`config.mk`:
```
export PLATFORM = sky130hd
export DESIGN_NAME = ascii_integer_parser_core
export DESIGN_NICKNAME = d
export VERILOG_FILES = /design/src/sv/aip_pkg.sv /design/src/sv/ascii_integer_parser_core.sv
export SDC_FILE = /design/constraint.sdc
export NUM_CORES = 1
export LEC_CHECK = 0
export ABC_AREA = 0
export BUFFER_PORTS_ARGS = -buffer_cell sky130_fd_sc_hd__buf_2
export CAP_MARGIN = 20
export CORE_ASPECT_RATIO = 1.5
export CORE_MARGIN = 1.5
export CORE_UTILIZATION = 40
export DETAILED_ROUTE_END_ITERATION = 12
export PLACE_DENSITY = 0.64
export SETUP_SLACK_MARGIN = 0.4
export SKIP_LAST_GASP = 1
export SLEW_MARGIN = 20
export SYNTH_ARGS = -nofsm -noshare
export SYNTH_HDL_FRONTEND = slang
export SYNTH_SLANG_ARGS = --single-unit
```
`constraint.sdc`:
```
create_clock -name clk -period 5.75 [get_ports clk]
set_input_delay 0.2875 -clock clk [delete_from_list [all_inputs] [get_ports clk]]
set_output_delay 0.2875 -clock clk [all_outputs]
set_load 0.02 [all_outputs]
```
`src/sv/aip_pkg.sv`:
```
package aip_pkg;

    localparam int POSITION_WIDTH = 16;
    localparam int END_POS_WIDTH  = 16;
    localparam int POS_EXT_WIDTH  = (POSITION_WIDTH > END_POS_WIDTH) ?
                                    POSITION_WIDTH : END_POS_WIDTH;

    localparam logic [2:0] PH_SPACE  = 3'd0;
    localparam logic [2:0] PH_SIGNED = 3'd1;
    localparam logic [2:0] PH_ZERO   = 3'd2;
    localparam logic [2:0] PH_DIGITS = 3'd3;
    localparam logic [2:0] PH_DONE   = 3'd4;

    localparam logic [7:0] CH_NUL   = 8'h00;
    localparam logic [7:0] CH_SPACE = 8'h20;
    localparam logic [7:0] CH_TAB   = 8'h09;
    localparam logic [7:0] CH_CR    = 8'h0D;
    localparam logic [7:0] CH_PLUS  = 8'h2B;
    localparam logic [7:0] CH_MINUS = 8'h2D;
    localparam logic [7:0] CH_ZERO  = 8'h30;
    localparam logic [7:0] CH_UP_A  = 8'h41;
    localparam logic [7:0] CH_LO_A  = 8'h61;
    localparam logic [7:0] CH_UP_X  = 8'h58;
    localparam logic [7:0] CH_LO_X  = 8'h78;

    localparam logic [5:0] BASE_AUTO = 6'd0;
    localparam logic [5:0] BASE_OCT  = 6'd8;
    localparam logic [5:0] BASE_DEC  = 6'd10;
    localparam logic [5:0] BASE_HEX  = 6'd16;

    typedef struct packed {
        logic       hit;
        logic [5:0] value;
    } digit_t;

    // Digit classes are tested in order: decimal, upper case, lower case.
    function automatic digit_t digit_of(input logic [7:0] c, input logic [5:0] b);
        digit_t     d;
        logic [7:0] dn;
        logic [3:0] lim;
        logic [8:0] up;
        logic [8:0] lo;
        d   = '0;
        dn  = c - CH_ZERO;
        lim = (b < BASE_DEC) ? b[3:0] : BASE_DEC[3:0];
        up  = {1'b0, c} - {1'b0, CH_UP_A} + 9'd10;
        lo  = {1'b0, c} - {1'b0, CH_LO_A} + 9'd10;
        if (c >= CH_ZERO && dn < {4'd0, lim})
        begin
            d.hit   = 1'b1;
            d.value = dn[5:0];
        end
        else if (c >= CH_UP_A && up < {3'd0, b})
        begin
            d.hit   = 1'b1;
            d.value = up[5:0];
        end
        else if (c >= CH_LO_A && lo < {3'd0, b})
        begin
            d.hit   = 1'b1;
            d.value = lo[5:0];
        end
        return d;
    endfunction

endpackage

```
`src/sv/ascii_integer_parser_core.sv`:
```
// Streaming strtol-style parser: one text byte per beat, one beat accepted every
// cycle. The parse state sits in registers and each byte is folded in by a single
// pass of logic (digit classify, one 32x6 multiply-add), so the rate is one byte
// per cycle, limited only by that multiply-add path. A result appears in the
// output register the cycle after the byte that ends the number; input stalls only
// while that register is full and the consumer stalls it. The radix register is
// sampled when the radix is decided, right after the optional sign.
module ascii_integer_parser_core
    import aip_pkg::*;
(
    input  logic                     clk,
    input  logic                     rst_n,
    input  logic                     cfg_valid,
    output logic                     cfg_ready,
    input  logic [5:0]               number_base,
    input  logic                     in_valid,
    output logic                     in_stall,
    input  logic [7:0]               character,
    input  logic                     first,
    output logic                     out_valid,
    input  logic                     out_stall,
    output logic signed [31:0]       value,
    output logic [END_POS_WIDTH-1:0] end_position,
    output logic                     ended_on_nul
);

    logic [5:0]                base_cfg_reg;
    logic [2:0]                phase_reg, phase_next;
    logic                      neg_reg, neg_next;
    logic [5:0]                base_reg, base_next;
    logic [31:0]               acc_reg, acc_next;
    logic [POSITION_WIDTH-1:0] pos_reg, pos_next;

    logic                      out_valid_reg;
    logic [31:0]               value_reg, value_next;
    logic [END_POS_WIDTH-1:0]  end_pos_reg, end_pos_next;
    logic                      nul_reg;

    logic [2:0]                eff_phase;
    logic                      eff_neg;
    logic [5:0]                eff_base;
    logic [31:0]               eff_acc;
    logic [POSITION_WIDTH-1:0] eff_pos;
    logic [POSITION_WIDTH-1:0] pos_inc;
    logic [POS_EXT_WIDTH-1:0]  pos_ext;

    logic                      accept;
    logic                      do_digit;
    logic [5:0]                dig_base;
    digit_t                    dig;
    logic                      emit;

    assign cfg_ready = 1'b1;
    assign in_stall  = out_valid_reg & out_stall;
    assign accept    = in_valid & ~in_stall;

    // A first byte restarts the parse before it is looked at.
    assign eff_phase = first ? PH_SPACE : phase_reg;
    assign eff_neg   = first ? 1'b0 : neg_reg;
    assign eff_base  = first ? BASE_AUTO : base_reg;
    assign eff_acc   = first ? 32'd0 : acc_reg;
    assign eff_pos   = first ? '0 : pos_reg;
    assign pos_inc   = (eff_pos == {POSITION_WIDTH{1'b1}}) ? eff_pos : eff_pos + 1'b1;

    assign dig = digit_of(character, dig_base);

    always_comb
    begin
        phase_next = eff_phase;
        neg_next   = eff_neg;
        base_next  = eff_base;
        acc_next   = eff_acc;
        pos_next   = eff_pos;
        do_digit   = 1'b0;
        dig_base   = eff_base;
        emit       = 1'b0;
        case (eff_phase)
            PH_SPACE, PH_SIGNED:
            begin
                if (eff_phase == PH_SPACE &&
                    (character inside {CH_SPACE, [CH_TAB:CH_CR]}))
                begin
                    pos_next = pos_inc;
                end
                else if (eff_phase == PH_SPACE &&
                         (character inside {CH_PLUS, CH_MINUS}))
                begin
                    neg_next   = (character == CH_MINUS);
                    phase_next = PH_SIGNED;
                    pos_next   = pos_inc;
                end
                else if ((base_cfg_reg inside {BASE_AUTO, BASE_HEX}) &&
                         character == CH_ZERO)
                begin
                    base_next  = base_cfg_reg;
                    acc_next   = 32'd0;
                    phase_next = PH_ZERO;
                    pos_next   = pos_inc;
                end
                else
                begin
                    do_digit = 1'b1;
                    dig_base = (base_cfg_reg == BASE_AUTO) ? BASE_DEC : base_cfg_reg;
                end
            end
            PH_ZERO:
            begin
                if (character inside {CH_LO_X, CH_UP_X})
                begin
                    base_next  = BASE_HEX;
                    phase_next = PH_DIGITS;
                    pos_next   = pos_inc;
                end
                else
                begin
                    do_digit = 1'b1;
                    dig_base = (eff_base == BASE_AUTO) ? BASE_OCT : eff_base;
                end
            end
            PH_DIGITS:
            begin
                do_digit = 1'b1;
            end
            default:
            begin
                // hold until the next string starts
            end
        endcase

        if (do_digit)
        begin
            base_next = dig_base;
            if (dig.hit)
            begin
                acc_next   = eff_acc * {26'd0, dig_base} + {26'd0, dig.value};
                phase_next = PH_DIGITS;
                pos_next   = pos_inc;
            end
            else
            begin
                phase_next = PH_DONE;
                emit       = 1'b1;
            end
        end
    end

    assign pos_ext      = POS_EXT_WIDTH'(eff_pos);
    assign end_pos_next = (pos_ext > POS_EXT_WIDTH'({END_POS_WIDTH{1'b1}})) ?
                          {END_POS_WIDTH{1'b1}} : pos_ext[END_POS_WIDTH-1:0];
    assign value_next   = eff_neg ? (32'd0 - eff_acc) : eff_acc;

    always_ff @(posedge clk or negedge rst_n)
    begin
        if (!rst_n)
        begin
            base_cfg_reg  <= BASE_AUTO;
            phase_reg     <= PH_SPACE;
            neg_reg       <= 1'b0;
            base_reg      <= BASE_AUTO;
            acc_reg       <= 32'd0;
            pos_reg       <= '0;
            out_valid_reg <= 1'b0;
        end
        else
        begin
            if (cfg_valid && cfg_ready)
            begin
                base_cfg_reg <= number_base;
            end
            if (accept)
            begin
                phase_reg <= phase_next;
                neg_reg   <= neg_next;
                base_reg  <= base_next;
                acc_reg   <= acc_next;
                pos_reg   <= pos_next;
            end
            if (accept && emit)
            begin
                out_valid_reg <= 1'b1;
            end
            else if (!out_stall)
            begin
                out_valid_reg <= 1'b0;
            end
        end
    end

    // Load the result beat; no reset needed on payload.
    always_ff @(posedge clk)
    begin
        if (accept && emit)
        begin
            value_reg   <= value_next;
            end_pos_reg <= end_pos_next;
            nul_reg     <= (character == CH_NUL);
        end
    end

    assign out_valid    = out_valid_reg;
    assign value        = value_reg;
    assign end_position = end_pos_reg;
    assign ended_on_nul = nul_reg;

endmodule

```
## After elaboration in Yosys (flattened, before gate mapping)

Cells that the tools add are included.

| storage, ports and cells | value |
|---|---|
| register bits after elaboration | 114 |

| operators by class | value |
|---|---|
| add/sub/neg operators | 8 |
| multipliers | 1 |
| $lt $le $gt $ge | 10 |
| eq/ne operators | 12 |
| muxes and demuxes | 56 |
| bitwise gates (word level) | 3 |
| reduce and logical (&&, ||, !) cells | 17 |

Operator list:

| operator | number |
|---|---|
| 32-bit two-way mux | 8 |
| 16-bit two-way mux | 8 |
| 6-bit two-way mux | 12 |
| 32-bit by 6-bit adder with 32-bit output | 1 |
| 8-bit by 6-bit equality test with 1-bit output, second input constant | 4 |
| 32-bit by 6-bit multiplier with 32-bit output | 1 |
| 16-bit one-hot mux with 2 select lines | 1 |
| 1-bit by 32-bit subtractor with 32-bit output, first input constant | 1 |
| 6-bit one-hot mux with 2 select lines | 2 |
| 3-bit two-way mux | 7 |
| 7-bit two-way mux | 3 |
| 9-bit by 4-bit adder with 9-bit output, second input constant | 2 |
| 9-bit by 6-bit < comparator with 1-bit output | 2 |
| 8-bit by 7-bit subtractor with 9-bit output, second input constant | 2 |
| 16-bit by 1-bit adder with 16-bit output, second input constant | 1 |
| 16-bit equality test, second input constant | 1 |
| 8-bit by 7-bit equality test with 1-bit output, second input constant | 2 |
| 8-bit by 7-bit greater-or-equal comparator with 1-bit output, second input constant | 2 |
| 16-bit > comparator, second input constant | 1 |
| 6-bit logical NOT | 2 |
| 1-bit two-way mux | 12 |
| 8-bit by 4-bit greater-or-equal comparator with 1-bit output, second input constant | 1 |
| 8-bit by 6-bit greater-or-equal comparator with 1-bit output, second input constant | 1 |
| 8-bit by 4-bit less-or-equal comparator with 1-bit output, second input constant | 1 |
| 17 further kinds | 29 |

## Logic depth before layout (Yosys ltp)

Gate-level depths: netlist (run 1).

| logic depth | value |
|---|---|
| depth in word-level cells | 16 |
| depth in mapped cells | 37 |
| mapped depth without buffers | 34 |

## Worst setup path before layout (run 1)

No wires, ideal clock.

| timing | value |
|---|---|
| kind | input -> register |
| start | input character[7] |
| end | register acc_reg[21] |
| library setup time | 0.121 ns |
| data arrival time | 6.293 ns |
| data required time | 5.629 ns |
| slack | -0.664 ns |
| stages on the path | 31 |
| path through | clkbuf_2 -> nor3b_2 -> o2111ai_2 -> a21oi_4 -> nor2_2 -> nor2_1 -> nand2_1 -> nand2_1 -> clkbuf_1 -> buf_1 -> nand2_1 -> ha_1 -> a21o_1 -> a2111oi_0 -> a32oi_2 -> buf_4 -> nor2b_1 -> a31oi_1 -> fa_1 -> inv_1 -> ha_1 -> o21ai_0 -> a21oi_1 -> o211ai_1 -> a21o_1 -> a21boi_0 -> or2_2 -> a211o_1 -> a21oi_1 -> xnor2_1 -> a22o_1 |

| between the ends | value |
|---|---|
| cells in the longest elaborated chain, start to end | 14 |
| elaborated cells on any way between the ends | 52 |

RTL lines:

| what | RTL line | RTL |
|---|---|---|
| from (decl) | ascii_integer_parser_core.sv:18 | `input logic [7:0] character,` |
| parallel branches: the longest is 13 deep, another holds 32-bit by 6-bit multiplier with 32-bit output | -- |  |
| 32-bit two-way mux (*) | ascii_integer_parser_core.sv:130 | `if (do_digit)` |
| to (signal assigned) | ascii_integer_parser_core.sv:175 | `acc_reg <= acc_next;` |
| to (decl) | ascii_integer_parser_core.sv:31 | `logic [31:0] acc_reg, acc_next;` |

Every way passes the cells marked *.
A chain may end at the register's enable or synchronous reset.

## Worst setup path after layout (run 1)

| timing | value |
|---|---|
| start | register base_cfg_reg[3] |
| end | register acc_reg[30] |

| between the ends | value |
|---|---|
| cells in the longest elaborated chain, start to end | 15 |
| elaborated cells on any way between the ends | 32 |

RTL lines:

| what | RTL line | RTL |
|---|---|---|
| from (decl) | ascii_integer_parser_core.sv:27 | `logic [5:0] base_cfg_reg;` |
| from (signal assigned) | ascii_integer_parser_core.sv:168 | `base_cfg_reg <= number_base;` |
| parallel branches: the longest is 14 deep, another holds 32-bit by 6-bit multiplier with 32-bit output | -- |  |
| 32-bit two-way mux (*) | ascii_integer_parser_core.sv:130 |  |

Marks and branches as above.

==> results of run 1 <==
[power by group]
group	total [W]	switching (W)	internal, W	leakage [nW]
clock network	0.00117	0.000441	0.000729	0.294
registers	0.00113	0.0000980	0.00103	1.34
logic	0.00264	0.00151	0.00114	6.25
[layout make-up]
cell class,instances,area [um2]
fill,2620,13700
multi-input combinational,1056,9200
sequential,114,3100
clock buffer,18,429
timing repair buffer,322,2430
tap,400,500
clock inverter,14,199
inverter,155,589
[per-layer routing]
metal | vias to the layer above | share of wire | global-route usage
li1 | 5204 | - | -
met4 | 0 | 0.057 | 0.160
met5 | - | 0 | 0
met2 | 404 | 0.52 | 0.453
met1 | 5531 | 0.37 | 0.276
met3 | 130 | 0.049 | 0.0361
[kinds of logic (layout without fill, tap and decap cells)]
group	count (synthesis)	after routing	synth area share
simple gates	518	518	0.196
fa+ha+maj	197	197	0.271
flops	114	114	0.254
xor+xnor	64	64	0.0482
compound gates	256	256	0.148
buf+inv	205	509	0.0653
mux	20	20	0.0172
other cells	1	1	0.000308
[worst max path at each step]
stage / end / cells after the start / slack [ps] / start
floorplan: acc_reg[21] / 24 / -60 / character[1]
global placement: acc_reg[30] / 35 / -1030 / character[1]
CTS: acc_reg[30] / 27 / -210 / phase_reg[2]
detailed placement: acc_reg[30] / 35 / -1060 / character[1]
global route: acc_reg[21] / 29 / -550 / phase_reg[2]
finish: acc_reg[30] / 31 / -300 / base_cfg_reg[3]
[Yosys cell counts, types with 5 or more instances]
cell type | count | area share
mux2i_1 | 12 | 0.0099
a21oi_1 | 54 | 0.022
o31ai_1 | 9 | 0.0055
and3_1 | 9 | 0.0046
o21a_1 | 8 | 0.0049
ha_1 | 85 | 0.087
o21ai_0 | 57 | 0.023
a211oi_1 | 9 | 0.0055
buf_1 | 9 | 0.0028
a31oi_1 | 7 | 0.0036
o41ai_1 | 5 | 0.0036
a22o_1 | 25 | 0.018
and2_1 | 7 | 0.0036
buf_2 | 5 | 0.0021
o21bai_1 | 5 | 0.0031
mux2_2 | 8 | 0.0074
edfxtp_1 | 49 | 0.12
nor2_1 | 110 | 0.034
xor2_1 | 37 | 0.027
inv_1 | 154 | 0.047
nand2_1 | 245 | 0.075
dfrtp_1 | 65 | 0.13
o211ai_1 | 6 | 0.0037
or3_1 | 12 | 0.0062
nand4_1 | 5 | 0.0026
nand3_1 | 21 | 0.0086
nand2b_1 | 13 | 0.0067
nor3_1 | 20 | 0.0082
a21o_1 | 20 | 0.012
nor2b_1 | 44 | 0.023
xnor2_1 | 25 | 0.018
o22ai_1 | 7 | 0.0036
clkbuf_1 | 30 | 0.0092
fa_1 | 112 | 0.18
buf_4 | 5 | 0.0031
[through the flow]
stage	util	power [W]	instances	setup WS [ps]
after detailed placement	0.491	0.00340	2007	-1060
after floorplan	-	0.00248	1375	-59.6
after global placement	0.491	0.00337	2007	-1030
after global routing	0.545	0.00519	2079	-550
after CTS	0.537	0.00484	2066	-212
final	0.545	0.00494	2079	-298
[what timing repair did]
item / 4_1_cts / 5_1_grt
buffers inserted: 26 / 13
setup endpoints to repair: 26 / 26
endpoints found under the hold margin: 0 / 0
cloned: 1 / 0
hold buffers: 0 / 0
resized for setup: 104 / 34
pin swaps: 79 / 40
==> key figures, run 1 <==
Worst hold path
  – Hold crit path type: in -> reg
  – Hold path cells: 2
  – Hold path endpoint: base_cfg_reg[4]
  – Hold Startpoint: number_base[4]

Clock network
  – CTS Buffer Depth: 2
  – Worst skew pair latency: 460 ps
  – Clk sinks: 114
  – Number of CTS-inserted buffers: 17
  – H-Tree Depth: 4
  – Clk slew on worst S/H paths: 60 ps
  – Clock tree from TritonCTS: built
  – Root Buffer: clkbuf_16

Logic synthesis
  – Flops & latches, synth: 114
  – Asr flop ratio synth: 0.570
  – Synthesized area per cell: 8.87 um2
  – Yosys cell types: 88
  – Sequential share of the synthesized area: 0.254
  – Cells after synthesis: 1375
  – Synth warn: 0
  – Syn nets: 1592
  – Number of flops mapped to enable cells by yosys: 49
  – Top FF cell, synth: dfrtp_1
  – Mapped Area: 12200 um2

Critical path
  – R2R Setup Slk: -300 ps
  – Worst Path Buf+Inv: 7
  – Crit Path Class: reg -> reg
  – CP Data Arrival Time: 6390 ps
  – CP max FO: 7
  – Critical Path End Type: flip-flop
  – Most common cell type on the critical path: buf_4
  – Slowest-stage cell, CP: fa_1
  – Critical Path RT: 6090 ps
  – Largest stage delay, worst path: 540 ps
  – CP startpoint kind: flip-flop
  – Crit Reg-Reg Endpoint: acc_reg[30]
  – Reg-to-reg startpoint: base_cfg_reg[3]
  – Delay-heaviest family, CP: simple AND/OR/NAND/NOR gates
  – R2R depth: 31

STA
  – Clock skew: 17.2 ps
  – Hold Slack: 71.7 ps
  – Max-slew violation count: 0
  – Minimum clock period: 6050 ps
  – Fmax: 0.165 GHz
  – Final hold violation count: 0
  – Slew margin rel.: 0.325
  – TNS Setup: -2600 ps
  – Setup WS post-layout: -298 ps
  – RSZ-0062 raised after global routing: true
  – Measured slew at the worst slew-check pin: 1010 ps
  – Final setup fails: 14
  – Period utilisation layout: 1.05

Die
  – Chip height: 217 um
  – I/O pin count: 72
  – Core ar.: 30200 um2
  – Die width: 146 um
  – Starting Density: 0.404
  – Row count: 78
  – Die area: 31600 um2

Cells and area
  – Share of post-route cells with drive strength above 1: 0.309
  – Commonest non-fill, non-tap cell in the layout: nand2_1
  – Most frequent cells in the layout: nand2_1 (234), buf_4 (232), inv_1 (147)
  – Antenna cell count: 0
  – Area grow syn2layout: 34.9%
  – Nets: 1883
  – Final instance area: 16400 um2

Drt
  – TritonRoute pass-1 iters: 5
  – Routed length per instance: 18.5 um
  – Initial DRC Count: 746
  – WL final: 38.4 mm
  – Vias per std cell: 5.42
  – DRC: 0
  – Vias: 11300
  – Antenna-violating nets left: 0

Run status
  – Violated checks: negative setup slack
  – Status: complete, but fails checks

Run
  – Maximum Capacitance Violations: 0

Place
  – Post-DP Area: 14800 um2
  – Input/output buffers: 70
  – Dpl hpwl: 28.7 mm
  – Placer Congestion: 0.929

GRT
  – GR Overflow Total: 0
  – Number of global-route vias before repair: 12000
  – GRT Total Usage: 0.251
  – Initial antenna violation count: 0
  – First-pass GRT wire length: 61.9 mm
  – Pin count of the biggest net entering global routing: 66

Power
  – Peak supply drop: 0.176 mV
  – Leak: 7.89 nW
  – Cell Pwr Density: 300 nW/um2
Power figures use the tool's default switching activity.
==> run 2, diff against run 1 <==
- CORE_MARGIN: 1.5 -> 2
==> run 2 against run 1 <==
Net effect: the run still ends with negative setup slack left; combinational power decreased by 3%; setup slack improved by 22 ps; fmax up 0.37%; sequential share of layout area increased by 0.24 points; critical endpoint is now acc_reg[26].
==> key figures, run 2 (synthesis results as in run 1) <==
Critical path
  – R2R depth: 27
  – CP startpoint kind: flip-flop
  – Critical Path RT: 6090 ps
  – Setup crit start: phase_reg[1]
  – Reg-to-reg startpoint: phase_reg[1]
  – CP max FO: 5
  – Crit Reg-Reg Endpoint: acc_reg[26]
  – R2R Setup Slk: -280 ps
  – CP Data Arrival Time: 6370 ps
  – Worst setup path endpoint: acc_reg[26]
  – Crit Path Class: reg -> reg
  – Critical Path End Type: flip-flop

Place
  – Post-DP Area: 14900 um2
  – Dpl hpwl: 28.4 mm
  – Inst Count DP: 2015
  – Input/output buffers: 70
  – Placer Congestion: 0.963
  – Pre-CTS setup slack: -829 ps

Clock network
  – H-Tree Depth: 4
  – Number of CTS-inserted buffers: 17
  – Cts-stage hold buffer count: 0
  – Clk slew on worst S/H paths: 60 ps
  – Root Buffer: clkbuf_16
  – Worst skew pair latency: 450 ps
  – CTS Buffer Depth: 2
  – Clock tree from TritonCTS: built
  – Clk sinks: 114

Worst hold path
  – Hold crit path type: in -> reg
  – Hold path cells: 2

Cells and area
  – Fill count: 2660
  – Layout Cells excl Fill: 2082
  – Area grow syn2layout: 33.1%
  – Most frequent cells in the layout: nand2_1 (237), buf_4 (237), inv_1 (149)
  – Nets: 1886
  – Antenna cell count: 0
  – Final instance area: 16200 um2
  – Share of post-route cells with drive strength above 1: 0.299
  – Final Util: 0.538

Power
  – Seq pwr share: 0.239
  – Internal power: 0.00272 W
  – Final total power: 0.00471 W
  – Clk pwr share: 0.219
  – Combinational share of power: 0.542
  – Peak supply drop: 0.183 mV
  – Cell Pwr Density: 290 nW/um2
  – Sw Ratio: 0.421
  – P_sw: 0.00198 W
  – Leak: 7.90 nW

STA
  – RSZ-0062 raised after global routing: true
  – Slew margin rel.: 0.342
  – Setup WS post-layout: -276 ps
  – Period utilisation layout: 1.05
  – Max-slew violation count: 0
  – Minimum clock period: 6030 ps
  – Clock skew: 14.0 ps
  – Final hold violation count: 0
  – Final setup fails: 16
  – Measured slew at the worst slew-check pin: 987 ps
  – Fmax: 0.166 GHz

GRT
  – Initial antenna violation count: 0
  – First-pass GRT wire length: 59.8 mm
  – Pin count of the biggest net entering global routing: 66
  – GRT Total Usage: 0.240
  – GR Overflow Total: 0
  – Number of global-route vias before repair: 11500

Die
  – Die area: 31900 um2
  – Core ar.: 30200 um2
  – I/O pin count: 72
  – Starting Density: 0.404
  – Die width: 147 um
  – Chip height: 218 um
  – Row count: 78

Run
  – Maximum Capacitance Violations: 0

Drt
  – Routed length per instance: 17.8 um
  – Antenna-violating nets left: 0
  – WL final: 37.1 mm
  – Vias per std cell: 5.37
  – Initial DRC Count: 707
  – DRC: 0
  – Vias: 11200
  – TritonRoute pass-1 iters: 5

Run status
  – Violated checks: negative setup slack
  – Status: complete, but fails checks
## run 2: cell types whose count changed in the layout (fill, tap and decap cells not counted), sizes merged
cell      before  now
clkinv         1    4
clkinvlp       6    7
buf          322  324
inv          158  157
bufinv         4    1
bufbuf         0    1
## run 2: how the worst min path moves through the flow
stage | from | end | slack (ps)
after detailed placement | pos_reg[9] | pos_reg[9] | 520
after CTS | number_base[0] | base_cfg_reg[0] | 60
final | number_base[0] | base_cfg_reg[0] | 70
after global routing | number_base[0] | base_cfg_reg[0] | 60
after floorplan | rst_n | acc_reg[0] | -8
after global placement | pos_reg[9] | pos_reg[9] | 500
## run 2: what timing repair did
action | CTS | global route
cloned | 1 | 0
gates resized for setup | 64 | 53
setup buffers | 22 | 12
setup endpoints to repair | 25 | 27
pin swaps | 43 | 34
## run 2: layout make-up
cell class,count,area (um2),share of cell area
Timing Repair Buffer,325,2410,0.148
Sequential cell,114,3100,0.191
Tap cell,400,500,0.0308
Clock buffer,18,429,0.0264
Multi-Input combinational cell,1056,9080,0.559
Clock inverter,14,130,0.00802
Inverter,155,589,0.0363
## run 2: power groups by stage
stage	sequential [W]	combinational, W	clock, W
2_1_floorplan	0.00123	0.00125	0
3_5_place_dp	0.00114	0.00227	0
4_1_cts	0.00113	0.00245	0.00104
6_report	0.00113	0.00255	0.00103
5_1_grt	0.00114	0.00276	0.00108
3_3_place_gp	0.00114	0.00224	0
## run 2: worst max-delay path, cell delays in order, from the launching register on
cell and delay (ps):
dfrtp_1 410, nor3_2 200, buf_4 160, o2111ai_4 170, and3_4 250, buf_6 130, nand3_4 90, nand2_4 60
buf_8 130, and2_4 130, fa_1 490, inv_2 40, fa_1 470, fa_1 530, fa_1 580, inv_2 50
ha_4 160, or3_4 350, o21bai_4 190, nor3_4 290, nor4_4 70, o21ai_1 160, buf_4 160, a21oi_4 60
buf_4 130, a211oi_2 190, xnor2_1 90, a22o_1 170
## run 2: routing by layer
layer | share of wire | GRT usage | vias to the layer above
li1 | - | - | 5201
met1 | 0.39 | 0.274 | 5526
met2 | 0.53 | 0.436 | 345
met3 | 0.045 | 0.0425 | 112
met4 | 0.042 | 0.107 | 0
met5 | 0 | 0 | -
## run 2: per-stage QoR
step	hold WS, ps	setup TNS, ps
finish	70.5	-2360
global route	64.3	-5700
CTS	57.5	-1470
detailed placement	521	-9020
global placement	496	-8720
floorplan	-8.09	-59.6
